$ cat src/tfs_pkg.sv
package tfs_pkg;

  // default sizes of the face store and of the centre coordinates
  localparam int unsigned MAX_FACES_DEF  = 64;
  localparam int unsigned COORD_BITS_DEF = 12;

  // fixed field widths
  localparam int unsigned RECT_W     = 12;
  localparam int unsigned DIM_W      = 12;
  localparam int unsigned HALF_W     = DIM_W - 1;
  localparam int unsigned PERIOD_W   = 16;
  localparam int unsigned RAND_W     = 16;
  localparam int unsigned CNTR_W     = 16;
  localparam int unsigned INDEX_W    = 6;
  localparam int unsigned POS_W      = 16;
  localparam int unsigned CFG_W      = 16;
  localparam int unsigned CFG_ADDR_W = 2;

  // shared divider
  localparam int unsigned DIV_W      = 16;
  localparam int unsigned DIV_CNT_W  = 5;
  localparam int unsigned FRAC_STEPS = 15;

  // register reset values
  localparam logic [PERIOD_W-1:0] SWITCH_PERIOD_RST = 16'd10;
  localparam logic [DIM_W-1:0]    FRAME_WIDTH_RST   = 12'd640;
  localparam logic [DIM_W-1:0]    FRAME_HEIGHT_RST  = 12'd480;

  // saturation limits of the q1.15 position
  localparam logic [POS_W-1:0] POS_MAX = 16'h7fff;
  localparam logic [POS_W-1:0] POS_MIN = 16'h8000;

  // configuration register indexes
  typedef enum logic [CFG_ADDR_W-1:0] {
    REG_SWITCH_PERIOD = 2'd0,
    REG_FRAME_WIDTH   = 2'd1,
    REG_FRAME_HEIGHT  = 2'd2
  } cfg_reg_e;

  // operand set for the shared divider
  typedef enum logic [1:0] {
    DIV_PERIOD = 2'd0,
    DIV_RANDOM = 2'd1,
    DIV_POS_X  = 2'd2,
    DIV_POS_Y  = 2'd3
  } div_sel_e;

  // controller to datapath
  typedef struct packed {
    logic     capture;
    logic     calc_centre;
    logic     square_x;
    logic     square_y;
    logic     update_best;
    logic     div_start;
    div_sel_e div_sel;
    logic     pick_best;
    logic     pick_random;
    logic     mem_read;
    logic     load_prev;
    logic     store_x;
    logic     store_y;
    logic     emit_face;
    logic     emit_none;
  } cmd_t;

  // datapath to controller
  typedef struct packed {
    logic face_present;
    logic last_face;
    logic store_full;
    logic div_done;
    logic period_hit;
  } status_t;

endpackage

$ cat src/tfs_divider.sv
module tfs_divider (
  input  logic                           clk_i,
  input  logic                           rst_ni,
  input  logic                           start_i,
  input  logic [tfs_pkg::DIV_W-1:0]      rem_init_i,
  input  logic [tfs_pkg::DIV_W-1:0]      dividend_i,
  input  logic [tfs_pkg::DIV_W-1:0]      divisor_i,
  input  logic [tfs_pkg::DIV_CNT_W-1:0]  steps_i,
  output logic                           done_o,
  output logic [tfs_pkg::DIV_W-1:0]      remainder_o,
  output logic [tfs_pkg::DIV_W-1:0]      quotient_o
);

  localparam int unsigned W = tfs_pkg::DIV_W;

  logic                          busy_q, busy_d;
  logic [tfs_pkg::DIV_CNT_W-1:0] cnt_q, cnt_d;
  logic [W-1:0]                  rem_q, dvd_q, div_q, quo_q;
  logic [W:0]                    trial, diff;
  logic                          ge;

  // one restoring step: bring down the next dividend bit, subtract if it fits
  assign trial = {rem_q, dvd_q[W-1]};
  assign diff  = trial - {1'b0, div_q};
  assign ge    = trial >= {1'b0, div_q};

  assign done_o      = busy_q && (cnt_q == '0);
  assign remainder_o = rem_q;
  assign quotient_o  = quo_q;

  // step counter
  always_comb begin
    busy_d = busy_q;
    cnt_d  = cnt_q;
    if (start_i) begin
      busy_d = 1'b1;
      cnt_d  = steps_i;
    end else if (busy_q) begin
      if (cnt_q == '0) begin
        busy_d = 1'b0;
      end else begin
        cnt_d = cnt_q - 1'b1;
      end
    end
  end

  always_ff @(posedge clk_i or negedge rst_ni) begin
    if (!rst_ni) begin
      busy_q <= 1'b0;
      cnt_q  <= '0;
    end else begin
      busy_q <= busy_d;
      cnt_q  <= cnt_d;
    end
  end

  // partial remainder, dividend and quotient shift registers
  always_ff @(posedge clk_i) begin
    if (start_i) begin
      rem_q <= rem_init_i;
      dvd_q <= dividend_i;
      div_q <= divisor_i;
      quo_q <= '0;
    end else if (busy_q && (cnt_q != '0)) begin
      rem_q <= ge ? diff[W-1:0] : trial[W-1:0];
      dvd_q <= {dvd_q[W-2:0], 1'b0};
      quo_q <= {quo_q[W-2:0], ge};
    end
  end

  // a new division is only launched once the previous one has finished
  a_start_when_free: assert property (@(posedge clk_i) disable iff (!rst_ni)
    start_i |-> (!busy_q || (cnt_q == '0)))
    else $error("divider restarted while a division was running");

endmodule

$ cat src/tfs_datapath.sv
module tfs_datapath #(
  parameter int unsigned MAX_FACES  = tfs_pkg::MAX_FACES_DEF,
  parameter int unsigned COORD_BITS = tfs_pkg::COORD_BITS_DEF
) (
  input  logic                            clk_i,
  input  logic                            rst_ni,
  input  tfs_pkg::cmd_t                   cmd_i,
  output tfs_pkg::status_t                status_o,
  input  logic                            face_present_i,
  input  logic [tfs_pkg::RECT_W-1:0]      rect_x_i,
  input  logic [tfs_pkg::RECT_W-1:0]      rect_y_i,
  input  logic [tfs_pkg::RECT_W-1:0]      rect_w_i,
  input  logic [tfs_pkg::RECT_W-1:0]      rect_h_i,
  input  logic                            last_face_i,
  input  logic [tfs_pkg::RAND_W-1:0]      random_value_i,
  input  logic                            cfg_we_i,
  input  logic [tfs_pkg::CFG_ADDR_W-1:0]  cfg_addr_i,
  input  logic [tfs_pkg::CFG_W-1:0]       cfg_wdata_i,
  output logic                            out_strobe_o,
  output logic                            face_detected_o,
  output logic [tfs_pkg::INDEX_W-1:0]     chosen_index_o,
  output logic signed [tfs_pkg::POS_W-1:0] pos_x_o,
  output logic signed [tfs_pkg::POS_W-1:0] pos_y_o
);

  localparam int unsigned CB      = COORD_BITS;
  localparam int unsigned IDX_W   = (MAX_FACES > 1) ? $clog2(MAX_FACES) : 1;
  localparam int unsigned CNT_W   = $clog2(MAX_FACES + 1);
  localparam int unsigned ENTRY_W = 2 * CB;
  localparam int unsigned DIST_W  = (2 * CB + 1 > 32) ? 32 : 2 * CB + 1;
  localparam int unsigned MAG_W   = (CB > tfs_pkg::HALF_W) ? CB : tfs_pkg::HALF_W;
  localparam int unsigned SUM_W   = tfs_pkg::RECT_W + 1;
  localparam int unsigned CMP_W   = (SUM_W > CB) ? SUM_W : CB;

  // rectangle centre, saturated to the coordinate range
  function automatic logic [CB-1:0] centre_of(input logic [tfs_pkg::RECT_W-1:0] pos,
                                              input logic [tfs_pkg::RECT_W-1:0] size);
    logic [CMP_W-1:0] sum;
    logic [CMP_W-1:0] lim;
    sum = CMP_W'(pos) + CMP_W'(size[tfs_pkg::RECT_W-1:1]);
    lim = CMP_W'({CB{1'b1}});
    return (sum > lim) ? {CB{1'b1}} : sum[CB-1:0];
  endfunction

  function automatic logic [CB-1:0] abs_diff(input logic [CB-1:0] a, input logic [CB-1:0] b);
    return (a > b) ? (a - b) : (b - a);
  endfunction

  // half of the frame size, never zero
  function automatic logic [tfs_pkg::HALF_W-1:0] half_of(input logic [tfs_pkg::DIM_W-1:0] size);
    logic [tfs_pkg::HALF_W-1:0] h;
    h = size[tfs_pkg::DIM_W-1:1];
    return (h == '0) ? tfs_pkg::HALF_W'(1) : h;
  endfunction

  // distance of the centre from the frame middle
  function automatic logic [MAG_W-1:0] mag_of(input logic [CB-1:0] c,
                                              input logic [tfs_pkg::HALF_W-1:0] h);
    logic [MAG_W-1:0] ce;
    logic [MAG_W-1:0] he;
    ce = MAG_W'(c);
    he = MAG_W'(h);
    return (ce >= he) ? (ce - he) : (he - ce);
  endfunction

  // signed q1.15 position from the fraction quotient, saturated
  function automatic logic [tfs_pkg::POS_W-1:0] pos_of(
      input logic [CB-1:0]                     c,
      input logic [tfs_pkg::HALF_W-1:0]        h,
      input logic [tfs_pkg::FRAC_STEPS-1:0]    quo);
    logic                      neg;
    logic                      sat;
    logic [tfs_pkg::POS_W-1:0] mag_q;
    neg   = MAG_W'(c) < MAG_W'(h);
    sat   = mag_of(c, h) >= MAG_W'(h);
    mag_q = tfs_pkg::POS_W'(quo);
    if (sat) begin
      return neg ? tfs_pkg::POS_MIN : tfs_pkg::POS_MAX;
    end
    return neg ? (tfs_pkg::POS_W'(0) - mag_q) : mag_q;
  endfunction

  // configuration registers
  logic [tfs_pkg::PERIOD_W-1:0] switch_period_q;
  logic [tfs_pkg::DIM_W-1:0]    frame_width_q, frame_height_q;

  // captured transaction
  logic                          face_present_q, last_face_q;
  logic [tfs_pkg::RECT_W-1:0]    rect_x_q, rect_y_q, rect_w_q, rect_h_q;
  logic [tfs_pkg::RAND_W-1:0]    random_q;

  // tracking state
  logic [tfs_pkg::CNTR_W-1:0]    frame_counter_q;
  logic [CB-1:0]                 prev_cx_q, prev_cy_q;
  logic [DIST_W-1:0]             best_dist_q;
  logic [IDX_W-1:0]              best_idx_q, chosen_q;
  logic [CNT_W-1:0]              face_count_q;
  logic [tfs_pkg::POS_W-1:0]     last_pos_x_q, last_pos_y_q;

  // working registers
  logic [CB-1:0]                 dx_q, dy_q;
  logic [2*CB-1:0]               sqx_q, sqy_q;
  logic [ENTRY_W-1:0]            rd_q;
  logic [ENTRY_W-1:0]            center_mem [MAX_FACES];

  // outputs
  logic                          out_strobe_q, face_detected_q;
  logic [tfs_pkg::INDEX_W-1:0]   chosen_index_q;
  logic [tfs_pkg::POS_W-1:0]     pos_x_q, pos_y_q;

  logic [CB-1:0]                 cx, cy, mul_in;
  logic [2*CB-1:0]               prod;
  logic [2*CB:0]                 dist_sum;
  logic [DIST_W-1:0]             distance;
  logic [tfs_pkg::HALF_W-1:0]    half_w, half_h;
  logic [tfs_pkg::PERIOD_W-1:0]  period;
  logic                          store_full;

  logic [tfs_pkg::DIV_W-1:0]     div_rem_init, div_dividend, div_divisor;
  logic [tfs_pkg::DIV_CNT_W-1:0] div_steps;
  logic                          div_done;
  logic [tfs_pkg::DIV_W-1:0]     div_rem, div_quo;

  assign cx         = centre_of(rect_x_q, rect_w_q);
  assign cy         = centre_of(rect_y_q, rect_h_q);
  assign half_w     = half_of(frame_width_q);
  assign half_h     = half_of(frame_height_q);
  assign period     = (switch_period_q == '0) ? tfs_pkg::PERIOD_W'(1) : switch_period_q;
  assign store_full = face_count_q == CNT_W'(MAX_FACES);

  // one shared squarer
  assign mul_in   = cmd_i.square_y ? dy_q : dx_q;
  assign prod     = {{CB{1'b0}}, mul_in} * {{CB{1'b0}}, mul_in};
  assign dist_sum = {1'b0, sqx_q} + {1'b0, sqy_q};
  assign distance = dist_sum[DIST_W-1:0];

  // configuration writes
  always_ff @(posedge clk_i or negedge rst_ni) begin
    if (!rst_ni) begin
      switch_period_q <= tfs_pkg::SWITCH_PERIOD_RST;
      frame_width_q   <= tfs_pkg::FRAME_WIDTH_RST;
      frame_height_q  <= tfs_pkg::FRAME_HEIGHT_RST;
    end else if (cfg_we_i) begin
      case (tfs_pkg::cfg_reg_e'(cfg_addr_i))
        tfs_pkg::REG_SWITCH_PERIOD: switch_period_q <= cfg_wdata_i[tfs_pkg::PERIOD_W-1:0];
        tfs_pkg::REG_FRAME_WIDTH:   frame_width_q   <= cfg_wdata_i[tfs_pkg::DIM_W-1:0];
        tfs_pkg::REG_FRAME_HEIGHT:  frame_height_q  <= cfg_wdata_i[tfs_pkg::DIM_W-1:0];
        default: ;
      endcase
    end
  end

  // capture the accepted transaction
  always_ff @(posedge clk_i) begin
    if (cmd_i.capture) begin
      face_present_q <= face_present_i;
      last_face_q    <= last_face_i;
      rect_x_q       <= rect_x_i;
      rect_y_q       <= rect_y_i;
      rect_w_q       <= rect_w_i;
      rect_h_q       <= rect_h_i;
      random_q       <= random_value_i;
    end
  end

  // centre offsets and their squares
  always_ff @(posedge clk_i) begin
    if (cmd_i.calc_centre) begin
      dx_q <= abs_diff(cx, prev_cx_q);
      dy_q <= abs_diff(cy, prev_cy_q);
    end
    if (cmd_i.square_x) begin
      sqx_q <= prod;
    end
    if (cmd_i.square_y) begin
      sqy_q <= prod;
    end
  end

  // centre store, one write and one registered read port
  always_ff @(posedge clk_i) begin
    if (cmd_i.calc_centre) begin
      center_mem[face_count_q[IDX_W-1:0]] <= {cx, cy};
    end
    if (cmd_i.mem_read) begin
      rd_q <= center_mem[chosen_q];
    end
  end

  // tracking state
  always_ff @(posedge clk_i or negedge rst_ni) begin
    if (!rst_ni) begin
      frame_counter_q <= '0;
      prev_cx_q       <= '0;
      prev_cy_q       <= '0;
      best_dist_q     <= '0;
      best_idx_q      <= '0;
      face_count_q    <= '0;
      chosen_q        <= '0;
      last_pos_x_q    <= '0;
      last_pos_y_q    <= '0;
    end else begin
      if (cmd_i.update_best) begin
        if ((face_count_q == '0) || (distance < best_dist_q)) begin
          best_dist_q <= distance;
          best_idx_q  <= face_count_q[IDX_W-1:0];
        end
        face_count_q <= face_count_q + 1'b1;
      end
      if (cmd_i.pick_best) begin
        chosen_q <= best_idx_q;
      end
      if (cmd_i.pick_random) begin
        chosen_q <= div_rem[IDX_W-1:0];
      end
      if (cmd_i.load_prev) begin
        prev_cx_q <= rd_q[ENTRY_W-1:CB];
        prev_cy_q <= rd_q[CB-1:0];
      end
      if (cmd_i.store_x) begin
        last_pos_x_q <= pos_of(prev_cx_q, half_w, div_quo[tfs_pkg::FRAC_STEPS-1:0]);
      end
      if (cmd_i.store_y) begin
        last_pos_y_q <= pos_of(prev_cy_q, half_h, div_quo[tfs_pkg::FRAC_STEPS-1:0]);
      end
      if (cmd_i.emit_face) begin
        frame_counter_q <= frame_counter_q + 1'b1;
      end
      // frame ends: start a fresh list
      if (cmd_i.emit_face || cmd_i.emit_none) begin
        face_count_q <= '0;
        best_dist_q  <= '0;
        best_idx_q   <= '0;
      end
    end
  end

  // divider operands
  always_comb begin
    div_rem_init = '0;
    div_dividend = '0;
    div_divisor  = tfs_pkg::DIV_W'(1);
    div_steps    = tfs_pkg::DIV_CNT_W'(tfs_pkg::DIV_W);
    case (cmd_i.div_sel)
      tfs_pkg::DIV_PERIOD: begin
        div_dividend = tfs_pkg::DIV_W'(frame_counter_q);
        div_divisor  = tfs_pkg::DIV_W'(period);
      end
      tfs_pkg::DIV_RANDOM: begin
        div_dividend = tfs_pkg::DIV_W'(random_q);
        div_divisor  = tfs_pkg::DIV_W'(face_count_q);
      end
      tfs_pkg::DIV_POS_X: begin
        div_rem_init = tfs_pkg::DIV_W'(mag_of(rd_q[ENTRY_W-1:CB], half_w));
        div_divisor  = tfs_pkg::DIV_W'(half_w);
        div_steps    = tfs_pkg::DIV_CNT_W'(tfs_pkg::FRAC_STEPS);
      end
      tfs_pkg::DIV_POS_Y: begin
        div_rem_init = tfs_pkg::DIV_W'(mag_of(prev_cy_q, half_h));
        div_divisor  = tfs_pkg::DIV_W'(half_h);
        div_steps    = tfs_pkg::DIV_CNT_W'(tfs_pkg::FRAC_STEPS);
      end
      default: ;
    endcase
  end

  tfs_divider u_divider (
    .clk_i       (clk_i),
    .rst_ni      (rst_ni),
    .start_i     (cmd_i.div_start),
    .rem_init_i  (div_rem_init),
    .dividend_i  (div_dividend),
    .divisor_i   (div_divisor),
    .steps_i     (div_steps),
    .done_o      (div_done),
    .remainder_o (div_rem),
    .quotient_o  (div_quo)
  );

  // result strobe
  always_ff @(posedge clk_i or negedge rst_ni) begin
    if (!rst_ni) begin
      out_strobe_q <= 1'b0;
    end else begin
      out_strobe_q <= cmd_i.emit_face || cmd_i.emit_none;
    end
  end

  // result payload
  always_ff @(posedge clk_i) begin
    if (cmd_i.emit_face) begin
      face_detected_q <= 1'b1;
      chosen_index_q  <= tfs_pkg::INDEX_W'(chosen_q);
      pos_x_q         <= last_pos_x_q;
      pos_y_q         <= last_pos_y_q;
    end else if (cmd_i.emit_none) begin
      face_detected_q <= 1'b0;
      chosen_index_q  <= '0;
      pos_x_q         <= last_pos_x_q;
      pos_y_q         <= last_pos_y_q;
    end
  end

  assign out_strobe_o    = out_strobe_q;
  assign face_detected_o = face_detected_q;
  assign chosen_index_o  = chosen_index_q;
  assign pos_x_o         = $signed(pos_x_q);
  assign pos_y_o         = $signed(pos_y_q);

  assign status_o.face_present = face_present_q;
  assign status_o.last_face    = last_face_q;
  assign status_o.store_full   = store_full;
  assign status_o.div_done     = div_done;
  assign status_o.period_hit   = div_rem == '0;

  a_count_bound: assert property (@(posedge clk_i) disable iff (!rst_ni)
    face_count_q <= CNT_W'(MAX_FACES))
    else $error("face count beyond store depth");

  a_no_write_full: assert property (@(posedge clk_i) disable iff (!rst_ni)
    cmd_i.calc_centre |-> !store_full)
    else $error("centre written into a full store");

  a_single_result: assert property (@(posedge clk_i) disable iff (!rst_ni)
    out_strobe_q |=> !out_strobe_q)
    else $error("results on two consecutive cycles");

endmodule

$ cat src/tfs_ctrl.sv
module tfs_ctrl (
  input  logic             clk_i,
  input  logic             rst_ni,
  input  logic             start_i,
  output logic             busy_o,
  input  tfs_pkg::status_t status_i,
  output tfs_pkg::cmd_t    cmd_o
);

  typedef enum logic [11:0] {
    S_IDLE   = 12'b0000_0000_0001,
    S_CENTRE = 12'b0000_0000_0010,
    S_SQX    = 12'b0000_0000_0100,
    S_SQY    = 12'b0000_0000_1000,
    S_UPDATE = 12'b0000_0001_0000,
    S_PMOD   = 12'b0000_0010_0000,
    S_RMOD   = 12'b0000_0100_0000,
    S_READ   = 12'b0000_1000_0000,
    S_LOAD   = 12'b0001_0000_0000,
    S_QX     = 12'b0010_0000_0000,
    S_QY     = 12'b0100_0000_0000,
    S_EMIT   = 12'b1000_0000_0000
  } state_e;

  state_e state_q, state_d;

  assign busy_o = state_q != S_IDLE;

  // next state and commands
  always_comb begin
    state_d       = state_q;
    cmd_o         = '0;
    cmd_o.div_sel = tfs_pkg::DIV_PERIOD;
    case (state_q)
      S_IDLE: begin
        if (start_i) begin
          cmd_o.capture = 1'b1;
          state_d       = S_CENTRE;
        end
      end
      S_CENTRE: begin
        if (!status_i.face_present) begin
          cmd_o.emit_none = 1'b1;
          state_d         = S_IDLE;
        end else if (status_i.store_full) begin
          if (status_i.last_face) begin
            cmd_o.div_start = 1'b1;
            state_d         = S_PMOD;
          end else begin
            state_d = S_IDLE;
          end
        end else begin
          cmd_o.calc_centre = 1'b1;
          state_d           = S_SQX;
        end
      end
      S_SQX: begin
        cmd_o.square_x = 1'b1;
        state_d        = S_SQY;
      end
      S_SQY: begin
        cmd_o.square_y = 1'b1;
        state_d        = S_UPDATE;
      end
      S_UPDATE: begin
        cmd_o.update_best = 1'b1;
        if (status_i.last_face) begin
          cmd_o.div_start = 1'b1;
          state_d         = S_PMOD;
        end else begin
          state_d = S_IDLE;
        end
      end
      // frame counter modulo period decides random or nearest
      S_PMOD: begin
        if (status_i.div_done) begin
          if (status_i.period_hit) begin
            cmd_o.div_start = 1'b1;
            cmd_o.div_sel   = tfs_pkg::DIV_RANDOM;
            state_d         = S_RMOD;
          end else begin
            cmd_o.pick_best = 1'b1;
            state_d         = S_READ;
          end
        end
      end
      S_RMOD: begin
        if (status_i.div_done) begin
          cmd_o.pick_random = 1'b1;
          state_d           = S_READ;
        end
      end
      S_READ: begin
        cmd_o.mem_read = 1'b1;
        state_d        = S_LOAD;
      end
      S_LOAD: begin
        cmd_o.load_prev = 1'b1;
        cmd_o.div_start = 1'b1;
        cmd_o.div_sel   = tfs_pkg::DIV_POS_X;
        state_d         = S_QX;
      end
      S_QX: begin
        if (status_i.div_done) begin
          cmd_o.store_x   = 1'b1;
          cmd_o.div_start = 1'b1;
          cmd_o.div_sel   = tfs_pkg::DIV_POS_Y;
          state_d         = S_QY;
        end
      end
      S_QY: begin
        if (status_i.div_done) begin
          cmd_o.store_y = 1'b1;
          state_d       = S_EMIT;
        end
      end
      S_EMIT: begin
        cmd_o.emit_face = 1'b1;
        state_d         = S_IDLE;
      end
      default: begin
        state_d = S_IDLE;
      end
    endcase
  end

  always_ff @(posedge clk_i or negedge rst_ni) begin
    if (!rst_ni) begin
      state_q <= S_IDLE;
    end else begin
      state_q <= state_d;
    end
  end

endmodule

$ cat src/tracked_face_selector.sv
// channel  | direction | handshake               | payload
// ---------+-----------+-------------------------+---------------------------------------------
// face in  | input     | start high, busy low    | face_present, rect_x/y/w/h, last_face,
//          |           |                         | random_value
// result   | output    | out_strobe_o, 1 cycle   | face_detected, chosen_index, pos_x, pos_y
// config   | input     | cfg_we_i, no wait       | cfg_addr_i, cfg_wdata_i
//
// a face that is not the last of its frame passes the centre, square x, square y and update states back to idle,
// a no-face transaction goes back to idle from the centre state with its result in the cycle after
// for the last face of a frame the shared one-bit-per-cycle divider runs the
// period modulo, the random modulo when a random choice is due, and both
// 15-bit position fractions one after another
// the result shows in the cycle after the emit state and cannot be held off
// reset is asynchronous and active low; the centre store needs no clearing pass
module tracked_face_selector #(
  parameter int unsigned MAX_FACES  = tfs_pkg::MAX_FACES_DEF,
  parameter int unsigned COORD_BITS = tfs_pkg::COORD_BITS_DEF
) (
  input  logic                             clk_i,
  input  logic                             rst_ni,
  input  logic                             start,
  output logic                             busy,
  input  logic                             face_present_i,
  input  logic [tfs_pkg::RECT_W-1:0]       rect_x_i,
  input  logic [tfs_pkg::RECT_W-1:0]       rect_y_i,
  input  logic [tfs_pkg::RECT_W-1:0]       rect_w_i,
  input  logic [tfs_pkg::RECT_W-1:0]       rect_h_i,
  input  logic                             last_face_i,
  input  logic [tfs_pkg::RAND_W-1:0]       random_value_i,
  input  logic                             cfg_we_i,
  input  logic [tfs_pkg::CFG_ADDR_W-1:0]   cfg_addr_i,
  input  logic [tfs_pkg::CFG_W-1:0]        cfg_wdata_i,
  output logic                             out_strobe_o,
  output logic                             face_detected_o,
  output logic [tfs_pkg::INDEX_W-1:0]      chosen_index_o,
  output logic signed [tfs_pkg::POS_W-1:0] pos_x_o,
  output logic signed [tfs_pkg::POS_W-1:0] pos_y_o
);

  tfs_pkg::cmd_t    cmd;
  tfs_pkg::status_t status;

  tfs_ctrl u_ctrl (
    .clk_i    (clk_i),
    .rst_ni   (rst_ni),
    .start_i  (start),
    .busy_o   (busy),
    .status_i (status),
    .cmd_o    (cmd)
  );

  tfs_datapath #(
    .MAX_FACES  (MAX_FACES),
    .COORD_BITS (COORD_BITS)
  ) u_datapath (
    .clk_i           (clk_i),
    .rst_ni          (rst_ni),
    .cmd_i           (cmd),
    .status_o        (status),
    .face_present_i  (face_present_i),
    .rect_x_i        (rect_x_i),
    .rect_y_i        (rect_y_i),
    .rect_w_i        (rect_w_i),
    .rect_h_i        (rect_h_i),
    .last_face_i     (last_face_i),
    .random_value_i  (random_value_i),
    .cfg_we_i        (cfg_we_i),
    .cfg_addr_i      (cfg_addr_i),
    .cfg_wdata_i     (cfg_wdata_i),
    .out_strobe_o    (out_strobe_o),
    .face_detected_o (face_detected_o),
    .chosen_index_o  (chosen_index_o),
    .pos_x_o         (pos_x_o),
    .pos_y_o         (pos_y_o)
  );

endmodule
$ cat config.mk
export PLATFORM = sky130hd
export DESIGN_NAME = tracked_face_selector
export DESIGN_NICKNAME = d
export VERILOG_FILES = /design/src/tfs_pkg.sv /design/src/tfs_divider.sv /design/src/tfs_datapath.sv /design/src/tfs_ctrl.sv /design/src/tracked_face_selector.sv
export SDC_FILE = /design/constraint.sdc
export NUM_CORES = 2
export LEC_CHECK = 0
export ABC_CLOCK_PERIOD_IN_PS = 10700
export BUFFER_PORTS_ARGS = -buffer_cell sky130_fd_sc_hd__buf_2
export CAP_MARGIN = 20
export CORE_AREA = 5 5 426 428
export DETAILED_ROUTE_END_ITERATION = 8
export DIE_AREA = 0 0 431 433
export GPL_TIMING_DRIVEN = 0
export PLACE_DENSITY = 0.65
export SYNTH_ARGS = -nofsm -noshare
export SYNTH_HDL_FRONTEND = slang
export SYNTH_SLANG_ARGS = --single-unit
export TNS_END_PERCENT = 100
$ cat constraint.sdc
create_clock -name clk_i -period 10.7 [get_ports clk_i]
set_input_delay 1.605 -clock clk_i [delete_from_list [all_inputs] [get_ports clk_i]]
set_output_delay 1.605 -clock clk_i [all_outputs]
set_load 0.1 [all_outputs]
**Word level (Yosys, flattened, before mapping)**

Memory sizes are Yosys's and may differ from the RTL's. A register that Yosys moved wholly into a read port is not among the register bits.
Cells that the tools add are included.

- Register bits after elaboration: 415
- Bits in latches: 0
- Memories kept: 1
- Output and inout bits: 41
- RAM bits: 1536
- Word-level logic and storage cells: 212
- Input bits: 88
- ROM bits: 0

Memories:

| name | words | bits a word | read ports | clocked after Yosys merged registers in | write ports | line | source |
|---|---|---|---|---|---|---|---|
| u_datapath.center_mem | 64 | 24 | 1 | 1 | 1 | tfs_datapath.sv:104 | `logic [ENTRY_W-1:0] center_mem [MAX_FACES];` |

- Reductions and logical operators: 26
- Div/mod/pow operators: 0
- Multiplexer cells: 93
- Shift operators: 0
- Bitwise gates (word level): 0
- Add/subtract/negate cells: 18
- $lt $le $gt $ge: 13
- Multiply operators: 1
- Equality and inequality tests: 25

Operator list:

| cell | count |
|---|---|
| $mux W16 | 18 |
| $mux W12 | 15 |
| $pmux W12 S11 | 1 |
| $mux W25 | 3 |
| $pmux W16 S4 | 1 |
| $ge A12 B11 Y1 | 5 |
| $mux W6 | 8 |
| $sub A12 B12 Y12 | 4 |
| $sub A11 B12 Y12 | 3 |
| $sub A12 B11 Y12 | 3 |
| $logic_not A16 Y1 | 2 |
| $pmux W16 S2 | 1 |
| $mux W1 | 31 |
| $add A12 B11 Y13 | 2 |
| $gt A13 B12 Y1 const B | 2 |
| $add A24 B24 Y25 | 1 |
| $lt A25 B25 Y1 | 1 |
| $gt A12 B12 Y1 | 2 |
| $lt A12 B11 Y1 | 2 |
| $mul A12 B12 Y24 | 1 |
| $pmux W12 S2 | 1 |
| $logic_not A11 Y1 | 2 |
| $mux W11 | 2 |
| $mux W5 | 4 |
| 40 further kinds | 61 |

**Logic depth before layout (Yosys ltp)**

- Depth in word-level cells: 8
- Gate-level depth with buffers: 27

**Hierarchy**

From an unflattened synthesis, not the netlist that was laid out.

- Cells, all modules: 5372
- Area total of the unflattened synthesis: 89159.3 sq um

By module, submodules not included:

| module | area an instance (sq um) | instances | cells an instance | seq. area each (sq um) |
|---|---|---|---|---|
| tfs_datapath | 84280.8 | 1 | 4874 | 55918.6 |
| tfs_divider | 4015.1 | 1 | 396 | 1911.8 |
| tfs_ctrl | 863.3 | 1 | 102 | 301.5 |

**Worst setup path before layout**

No wires, ideal clock.

- Path type: reg2reg
- Start point: reg u_ctrl.state_q[6]
- End point: reg u_datapath.sqx_q[23] (data pin)
- Arrival: 7.179 ns
- Setup slack: 3.258 ns
- Clock period less this slack: 7.442 ns
- Stages on the path, launching flop included: 27
- Data required time: 10.437 ns
- Cells stage by stage: dfrtp_1 -> nor2_1 -> nand4_1 -> nor4_2 -> buf_2 -> mux2i_1 -> clkbuf_1 -> nor2_1 -> fa_1 -> fa_1 -> inv_1 -> fa_1 -> inv_1 -> fa_1 -> inv_1 -> fa_1 -> inv_1 -> ha_1 -> or2_2 -> a21boi_0 -> a31oi_1 -> a2111oi_0 -> o31ai_1 -> a21oi_1 -> a21o_1 -> a21oi_1 -> xnor2_1

- Longest elaborated chain between the ends: 4

Ends and longest elaborated chain:

| item | line | source |
|---|---|---|
| start: declaration | tfs_ctrl.sv:25 | `state_e state_q, state_d;` |
| start signal: assignment | tfs_ctrl.sv:131 | `state_q <= state_d;` |
| $eq A12 B4 Y1 | tfs_ctrl.sv:34 | `case (state_q)` |
| $mux W1 | tfs_ctrl.sv:34 |  |
| $mux W12 | tfs_datapath.sv:132 | `assign mul_in = cmd_i.square_y ? dy_q : dx_q;` |
| $mul A12 B12 Y24 | tfs_datapath.sv:133 | `assign prod = {{CB{1'b0}}, mul_in} * {{CB{1'b0}}, mul_in};` |
| via u_datapath.prod[23] | tfs_datapath.sv:112 | `logic [2*CB-1:0] prod;` |
| end signal: assignment | tfs_datapath.sv:173 | `sqx_q <= prod;` |
| end: declaration | tfs_datapath.sv:102 | `logic [2*CB-1:0] sqx_q, sqy_q;` |

The timed path passes the listed nets, and every way through them passes these cells.
A chain may end at the register's enable or synchronous reset.

**Final worst setup path**

Same ends and word-level chain as after synthesis.

==> impl_metrics.py <==
metrics = {
    "critical_path": {
        "r2r_end": "u_datapath.sqx_q[23]",
        "crit_type": "flip-flop to flip-flop",
        "reg2reg_slack_ns": 1.15,
        "cp.required_ns": 11.32,
        "crit_buf_inv": 6,
        "cp_max_fo": 32,
        "cp_top_family": "adder cells",
        "crit_path_end_kind": "flip-flop",
        "r2r_cells": 26,
        "cpMostUsedCell": "fa_1",
        "cp.arrival_ns": 10.16,
        "start_kind": "flip-flop",
        "r2r_start": "u_ctrl.state_q[6]",
        "max_stage_delay_ns": 0.94,
        "crit_slowest_cell": "nor4_2",
    },
    "synthesis": {
        "async_reset_ff_share_pct": 8.79,
        "synth_area_per_cell_um2": 16.8,
        "synth-edff-count": 1780,
        "ys_warn_count": 0,
        "netlist_instances": 5228,
        "synth_area_um2": 88000,
        "synth_ff_type": "edfxtp_1",
        "ys_seq_area_share_pct": 66.0,
        "synth_seq_cells": 1969,
        "syn_nets": 5688,
        "synthDistinctLibCells": 91,
    },
    "sta": {
        "rsz0062_at_grt": "no",
        "setup_viol": 0,
        "tns_ns": 0,
        "min_period_ns": 9.55,
        "fmax_mhz": 105,
        "period_share_pct": 89.2,
        "drv_slew": 0,
        "hold_violations": 0,
        "slew_headroom_pct": 17.5,
        "worstMarginPinSlew_ns": 1.23,
        "hold_ws_ns": 0.454,
        "skew_ns": 0.0607,
    },
    "floorplan": {
        "core_um2": 177000,
        "die_w_um": 431,
        "fp.dieH_um": 433,
        "die_area_um2": 187000,
        "ios": 129,
        "rows": 155,
        "initial_utilization_pct": 49.6,
    },
    "clocking": {
        "htree_num_levels": 4,
        "root_buffer": "clkbuf_16",
        "clkSinkCount": 1969,
        "cts_resized": 0,
        "path_clk_slew_ns": 0.06,
        "cts_setup_buffers": 0,
        "cts-buffers-inserted": 196,
        "clk_latency_ns": 0.86,
        "tritoncts": "done",
        "clockBufferDepth": 3,
        "cts_hold_buffers": 0,
    },
    "min_path": {
        "hold_path_depth": 0,
        "hold_end": "u_datapath.pos_x_o[8]",
        "hold_path.class": "flip-flop to flip-flop",
        "worstHoldStart": "u_datapath.last_pos_x_q[8]",
    },
    "power": {
        "power_density_nw_per_um2": 247,
        "leakagePower_nw": 34.5,
        "vdd_ir_drop_max_mv": 0.426,
        "p_total_mw": 24.8,
    },
    "grt": {
        "grt_pass1_vias": 49200,
        "grt_max_degree": 109,
        "grt_pass1_wl_mm": 333,
        "grt_usage_pct": 24.5,
        "antenna_found_initial": 16,
        "grt.overflow.total": 0,
    },
    "layout": {
        "drive_gt1_share_pct": 21.5,
        "fin_nets": 6111,
        "area.growth.synth_to_final_pct": 14.0,
        "final_cell_mix": "1780 x edfxtp_1, 504 x mux4_2, 315 x inv_1, 280 x ha_1, 243 x nor2_1",
        "final_common_cell": "edfxtp_1",
        "final_cells": 8177,
    },
    "run": {
        "maxCapViolCount": 0,
    },
    "detailed_routing": {
        "firstDrtPassIters": 7,
        "drt-wirelength-per-cell_um": 27.8,
        "vias": 48800,
        "routed_wl_mm": 227,
        "drt_iter0_drc": 4992,
        "ant_nets": 0,
        "via_per_inst": 5.97,
        "drc": 0,
    },
    "place": {
        "numPortBuffers": 126,
        "place_congestion": 0.885,
        "place_inst": 7793,
        "dp_hpwl_mm": 159,
    },
    "run_status": {
        "outcome": "complete, no violations",
    },
}
-- final cells by class --
cell class              instances  area [um2]
well taps                    2355        2950
clock buffers                 244        5140
flip-flops and latches       1969       58100
diodes                          5        12.5
repair buffers                225        2440
fillers                     13700       77100
multi-input cells            2699       28300
plain buffers                 243         978
inverters                     317        1190
clock inverters               120        1250
-- how the worst max path moves through the flow --
| stage | startpoint | end | slack (ns) | cells after the start |
|---|---|---|---|---|
| 3_5_place_dp | u_ctrl.state_q[6] | u_datapath.sqx_q[23] | 1.14 | 26 |
| 5_1_grt | u_ctrl.state_q[6] | u_datapath.sqx_q[23] | 0.51 | 26 |
| 6_report | u_ctrl.state_q[6] | u_datapath.sqx_q[23] | 1.15 | 26 |
| 4_1_cts | u_ctrl.state_q[6] | u_datapath.sqx_q[23] | 1.10 | 26 |
| 2_1_floorplan | u_ctrl.state_q[6] | u_datapath.sqx_q[23] | 3.26 | 26 |
| 3_3_place_gp | u_datapath.rect_h_q[1] | u_datapath.dy_q[6] | 0.50 | 19 |
-- sequential cells by signal, indices dropped and copies added, names as in the netlist, 15 cells and up --
signal,count
u_datapath.sqy_q,23
u_datapath.u_divider.quotient_o,15
u_datapath.pos_y_o,16
u_datapath.pos_x_o,16
u_datapath.best_dist_q,25
u_datapath.last_pos_x_q,16
u_datapath.frame_counter_q,16
u_datapath.random_q,16
u_datapath.last_pos_y_q,16
u_datapath.switch_period_q,16
u_datapath.u_divider.remainder_o,16
u_datapath.rd_q,24
u_datapath.center_mem,1536
u_datapath.u_divider.div_q,16
u_datapath.sqx_q,23
u_datapath.u_divider.dvd_q,16
-- report_power, final --
group | leakage [nW] | switching (mW) | internal (mW) | total, mW
sequential | 18.4 | 0.0987 | 10.3 | 10.4
clock | 3.12 | 2.98 | 3.82 | 6.80
combinational | 12.9 | 5.08 | 2.52 | 7.60
total | 34.5 | 8.16 | 16.6 | 24.8
-- cell usage after synthesis, types with 9 or more instances --
| master | count | area share (%) |
|---|---|---|
| edfxtp_1 | 1780 | 61 |
| mux4_2 | 504 | 13 |
| inv_1 | 315 | 1.3 |
| nor2_1 | 309 | 1.3 |
| ha_1 | 280 | 4.0 |
| nand2_1 | 237 | 1.0 |
| a21oi_1 | 207 | 1.2 |
| clkbuf_1 | 175 | 0.75 |
| dfrtp_1 | 164 | 4.7 |
| o21ai_0 | 138 | 0.78 |
| xnor2_1 | 105 | 1.0 |
| fa_1 | 92 | 2.1 |
| mux2i_1 | 75 | 0.85 |
| nor3_1 | 65 | 0.37 |
| a21o_1 | 61 | 0.52 |
| mux2_2 | 61 | 0.78 |
| nand3_1 | 57 | 0.32 |
| buf_1 | 42 | 0.18 |
| xor2_1 | 38 | 0.38 |
| and3_1 | 34 | 0.24 |
| or2_2 | 30 | 0.21 |
| nor2b_1 | 29 | 0.21 |
| nand4_1 | 27 | 0.19 |
| nor4_1 | 26 | 0.18 |
| and2_1 | 20 | 0.14 |
| nand2b_1 | 20 | 0.14 |
| o21a_1 | 20 | 0.17 |
| a211oi_1 | 19 | 0.16 |
| buf_2 | 19 | 0.11 |
| o21bai_1 | 18 | 0.15 |
| dfxtp_1 | 16 | 0.36 |
| o2111ai_1 | 15 | 0.15 |
| a31oi_1 | 14 | 0.099 |
| a22oi_1 | 13 | 0.11 |
| or3_1 | 11 | 0.078 |
| nand3_2 | 10 | 0.11 |
| o211ai_1 | 10 | 0.085 |
| dfstp_2 | 9 | 0.27 |
-- metal layers --
metal  up-vias  routed length, um  global-route usage [%]
li1      21200                  -                       -
met1     25300              88700                    32.6
met2      1924             114000                    41.8
met3       361              16500                    3.93
met4         0               7700                    7.59
met5         -                  0                       0
-- logic make-up (layout without fill, tap and decap cells) --
family                   after synthesis  after routing  share of synthesized area, %
multiplexers                         640            640                          14.5
AND/OR/NAND/NOR                      924            924                          5.04
adder cells (fa/ha/maj)              372            372                          6.07
flip-flops                          1969           1969                          66.0
other                                  0              5                             0
AO/OA/AOI/OAI                        620            620                          4.47
buffers and inverters                560           1149                          2.46
XOR/XNOR                             143            143                          1.42
-- metrics by stage --
stage	area, um2	setup slack [ns]	util, %
after global placement	91600	0.495	51.6
after global routing	100000	0.510	56.5
after floorplan	88000	3.26	-
after CTS	100000	1.10	56.4
after detailed placement	93800	1.14	52.8
final	100000	1.15	56.6
(Power assumes the default switching activity.)
